--- config.mk ---
export PLATFORM = sky130hd
export DESIGN_NAME = mtc_ram
export DESIGN_NICKNAME = d
export VERILOG_FILES = /design/src/rtl/mtc_ram.sv
export SDC_FILE = /design/constraint.sdc
export NUM_CORES = 1
export LEC_CHECK = 0
export ABC_AREA = 1
export BUFFER_PORTS_ARGS = -buffer_cell sky130_fd_sc_hd__buf_2
export CORE_MARGIN = 1
export CORE_UTILIZATION = 65
export DETAILED_ROUTE_END_ITERATION = 16
export GPL_TIMING_DRIVEN = 0
export PLACE_DENSITY_LB_ADDON = 0.25
export SYNTH_ARGS = -nofsm -noshare
export SYNTH_HDL_FRONTEND = slang
export SYNTH_SLANG_ARGS = --single-unit
--- constraint.sdc ---
create_clock -name clk -period 2.4 [get_ports clk]
set_clock_uncertainty 0.2 [all_clocks]
set_input_delay 0.12 -clock clk [delete_from_list [all_inputs] [get_ports clk]]
set_output_delay 0.12 -clock clk [all_outputs]
set_load 0.03 [all_outputs]
--- src/rtl/mtc_ram.sv ---
// ----------------------------------------------------------------------------
// Generic simple dual-port RAM
// One write port and one read port; the read data is registered and a read
// at the address being written returns the old contents.
// ----------------------------------------------------------------------------
module mtc_ram #(
  parameter int unsigned WIDTH = 8,
  parameter int unsigned DEPTH = 16,
  localparam int unsigned AW   = (DEPTH > 1) ? $clog2(DEPTH) : 1
) (
  input  logic             clk,
  input  logic             we,
  input  logic [AW-1:0]    waddr,
  input  logic [WIDTH-1:0] wdata,
  input  logic             re,
  input  logic [AW-1:0]    raddr,
  output logic [WIDTH-1:0] rdata
);

  logic [WIDTH-1:0] mem [DEPTH];

  // Write and registered read share one process for read-old behavior.
  always_ff @(posedge clk) begin
    if (we) begin
      mem[waddr] <= wdata;
    end
    if (re) begin
      rdata <= mem[raddr];
    end
  end

endmodule

==> flow_results.org <==
** Clock tree
- Maximum level of the CTS H-tree :: 4
- Clock slew seen by the registers of the worst setup and hold paths :: around 0.06 ns
- Maximum buffer depth of the clock tree :: 2
- Root buffer cell :: sky130_fd_sc_hd__clkbuf_8
- Clock latency on the worst-skew pair, taken at its later pin, is about 0.54 ns.
- Clock tree from TritonCTS :: built
- Post CTS Setup Buffer Count :: 0
- The clock net in this run drives a total of 136 sinks.
- Total of cells resized after clock tree synthesis :: 0
- TritonCTS created 17 clock buffers.

** Setup path
- Worst setup path class :: input port to flop
- Crit-path cells :: dlygate4sd3_1 > buf_2 > inv_1 > buf_4 > nand3_1 > nand3_1 > nand2_1 > dlygate4sd3_1
- Along the worst path, the maximum fanout reaches 10.
- CP max-delay cell :: sky130_fd_sc_hd__dlygate4sd3_1
- For the worst setup path, the data arrival time is about 2.2 ns.
- Startpoint types :: input port
- Required time reported for the critical path endpoint :: 2.48 ns
- On the worst path, the slowest cell contributes a delay of 0.55 ns.
- Nature of the critical path endpoint :: flop
- The worst register-to-register path has a depth of 7.

** Run
- Max-capacitance violation count :: 0

** Yosys
- The biggest area contributor in the post-synthesis netlist is sky130_fd_sc_hd__edfxtp_1.
- Flops & latches, synth :: 136
- Synthesis produced a netlist with a net count of 570.
- During synthesis, Yosys emitted a total of 0 warnings.
- The synthesized design devotes to its leading area cell type between 60% and 70% of total area.
- Counting distinct cell types in the post-synthesis netlist gives 11.
- Sorting the synthesized cells by area gives the leading types as sky130_fd_sc_hd__edfxtp_1 70%, sky130_fd_sc_hd__nand2_1 11%, sky130_fd_sc_hd__nand3_1 8.3%, sky130_fd_sc_hd__inv_1 6.4%, sky130_fd_sc_hd__buf_6 1.2%.
- In this run the cell area of the synthesized design comes to between 5000 and 6000 um2.
- Proportion of synthesized chip area in sequential cells :: 69.8%
- Synthesized netlist cell count :: approximately 550
- A synthesized cell averages around 11 um2.

** Layout
- Number of fill cells :: 548
- The repair_antennas step left the layout with diodes totalling 0.
- Ratio of cells with drive above 1 in the final layout :: 12.8%
- After the last flow step, the layout net total stands at 625.
- Final core utilization :: 77.6%
- Layout-stage area growth over the synthesis result :: 15.8%

** Die
- For this design the top-level I/O count stands at 27.
- The floorplan step defined a core boundary enclosing about 8700 um2.
- The floorplan step defined a die boundary enclosing 9380 um2.
- In this run the core area contains 34 standard-cell rows.
- In this run the horizontal extent of the chip is 96.8 um.
- For this configuration, the core starts out at a cell density of 67.0%.
- The die is 96.8 um tall.

** Timing
- For the pin with the worst max-slew slack, the measured transition is 1.04 ns.
- Highest clock frequency the design can meet :: around 480 MHz
- After layout, the worst path uses 87.7% of the clock period.
- After routing, the total negative slack on setup checks comes to 0 ns.
- The worst pin sits at a relative slew slack of between 30% and 40%.
- Final hold viol count :: 0
- Total of endpoints with negative setup slack in the final report :: 0
- Final Slew Violations :: 0
- Unrepaired setup endpoints after global routing :: false
- The worst path in the final design needs a cycle of ~2.1 ns, including I/O delays and setup.

** Global routing
- Global routing used 46.6% of the available met2 tracks.
- The first global-routing pass estimated about 22000 um of wire.
- Global routing used 32.0% of the available tracks across all layers.
- Initial antenna violation count :: 0
- Largest net degree at the start of global routing :: 17
- Global routing used about a tenth of the available met3 tracks.
- The number of global-route vias before repair came to 4030.
- The global routing stage identified its most utilized layer as met2.
- The total overflow left after global routing is 0.
- Global-route track usage on met1 :: between 40% and 50%

** Place
- The congestion estimate from routability-driven global placement came to around 0.85.
- I/O Buffers :: 23
- Detailed placement ended at an HPWL of 8500 um.

** Route
- Final Routed Wirelength :: roughly 14000 um
- Once detail routing completed, the nets flagged for antenna violations numbered 0.
- The first detailed-routing pass took 6 iterations.
- Dividing the detail-routed via count by the number of cells gives 5.77.
- Total vias in the final route :: approximately 4200
- In the routed design, unresolved DRC markers number 0.
- The detailed router finished its first iteration with 557 violations.
- Final routed wire length divided by cell count :: between 15 and 20 um

** Power
- Peak supply drop :: roughly 0.56 mV
- The analysis attributes to cell leakage a power of between 2 and 3 nW.
- Power per cell area :: between 800 and 900 nW/um2

** Min path
- Count of cells along the worst hold path :: 3
- Worst min path class :: input port to flop

** Outcome
- Run status :: completed
==> flip-flops by register name, summed over array words and instances (netlist names) <==
name   flops
mem      128
rdata      8
==> path summary, 6_finish.rpt <==
path | from | to | slack, ns
min reg2reg | mem[8][0] | rdata[0] | 0.59
min | waddr[0] | mem[15][4] | 0.02
max | raddr[2] | rdata[5] | 0.30
max reg2reg | mem[2][5] | rdata[5] | 0.57
==> worst max-delay path: cells and delay by family <==
family	cells	cell delay (ns)
buffers and inverters	5	1.76
and+or+nand+nor	3	0.30
==> final cells by class <==
type                            count  area [um2]  area share, %
Sequential cell                   136        4080           60.3
Inverter                          102         383           5.66
Clock inverter                     15         129           1.90
Clock buffer                       17         414           6.12
Multi-Input combinational cell    289        1210           17.9
Buffer                             24         166           2.46
Tap cell                          108         135           2.00
Timing Repair Buffer               36         245           3.62
==> layout by cell type (no fill, tap or decap) <==
| master | count |
|---|---|
| sky130_fd_sc_hd__nand2_1 | 173 |
| sky130_fd_sc_hd__edfxtp_1 | 136 |
| sky130_fd_sc_hd__inv_1 | 100 |
| sky130_fd_sc_hd__nand3_1 | 97 |
| sky130_fd_sc_hd__buf_2 | 36 |
| sky130_fd_sc_hd__nor2_1 | 17 |
| sky130_fd_sc_hd__clkbuf_16 | 16 |
| sky130_fd_sc_hd__dlygate4sd3_1 | 13 |
| sky130_fd_sc_hd__buf_6 | 6 |
| sky130_fd_sc_hd__buf_4 | 4 |
| sky130_fd_sc_hd__clkinv_4 | 4 |
| sky130_fd_sc_hd__clkinv_2 | 4 |
| sky130_fd_sc_hd__clkinvlp_4 | 3 |
| sky130_fd_sc_hd__inv_2 | 2 |
| sky130_fd_sc_hd__nand3b_1 | 2 |
| sky130_fd_sc_hd__inv_6 | 2 |
| sky130_fd_sc_hd__buf_1 | 1 |
| sky130_fd_sc_hd__clkbuf_8 | 1 |
| sky130_fd_sc_hd__bufinv_16 | 1 |
| sky130_fd_sc_hd__clkinv_1 | 1 |
==> metal layers <==
metal | part of all wire, % | wire (um)
met1 | 38 | 5290
met4 | 3.5 | 491
met2 | 45 | 6300
met5 | 0 | 0
met3 | 13 | 1800
==> per-stage QoR <==
stage | hold WS [ns] | area, um2 | std cells | power [mW] | worst slack (ns)
2_1_floorplan | 0.0189 | 5850 | 551 | 2.95 | 1.13
3_3_place_gp | 0.252 | 6100 | 682 | 3.08 | 0.584
3_5_place_dp | 0.274 | 6100 | 682 | 3.09 | 0.547
4_1_cts | 0.0161 | 6770 | 727 | 5.44 | 0.355
5_1_grt | 0.0334 | 6770 | 727 | 5.57 | 0.196
6_report | 0.0210 | 6770 | 727 | 5.46 | 0.295
==> synth_stat cells <==
master,count
sky130_fd_sc_hd__buf_4,4
sky130_fd_sc_hd__nor2_1,17
sky130_fd_sc_hd__nand2_1,173
sky130_fd_sc_hd__inv_1,100
sky130_fd_sc_hd__buf_2,13
sky130_fd_sc_hd__nand3_1,97
sky130_fd_sc_hd__inv_2,2
sky130_fd_sc_hd__buf_6,6
sky130_fd_sc_hd__nand3b_1,2
sky130_fd_sc_hd__buf_1,1
sky130_fd_sc_hd__edfxtp_1,136
==> power by group <==
| group | switching (mW) | total, mW | internal [mW] |
|---|---|---|---|
| Clock | 1.01 | 2.38 | 1.37 |
| Combinational | 0.269 | 0.384 | 0.115 |
| Sequential | 0.0122 | 2.69 | 2.68 |
==> timing repair <==
item / in CTS / in global routing
endpoints found under the setup margin: 0 / 0
hold buffers: 13 / 0
hold endpoints to repair: 147 / 0
==> cells by family (layout without fill, tap and decap cells) <==
| logic type | Yosys count | count (layout) | share of synthesized area [%] |
|---|---|---|---|
| simple gates | 289 | 289 | 20.8 |
| flops | 136 | 136 | 69.8 |
| buf+inv | 126 | 194 | 9.39 |
Note: power is estimated with default switching activity, not from simulation.
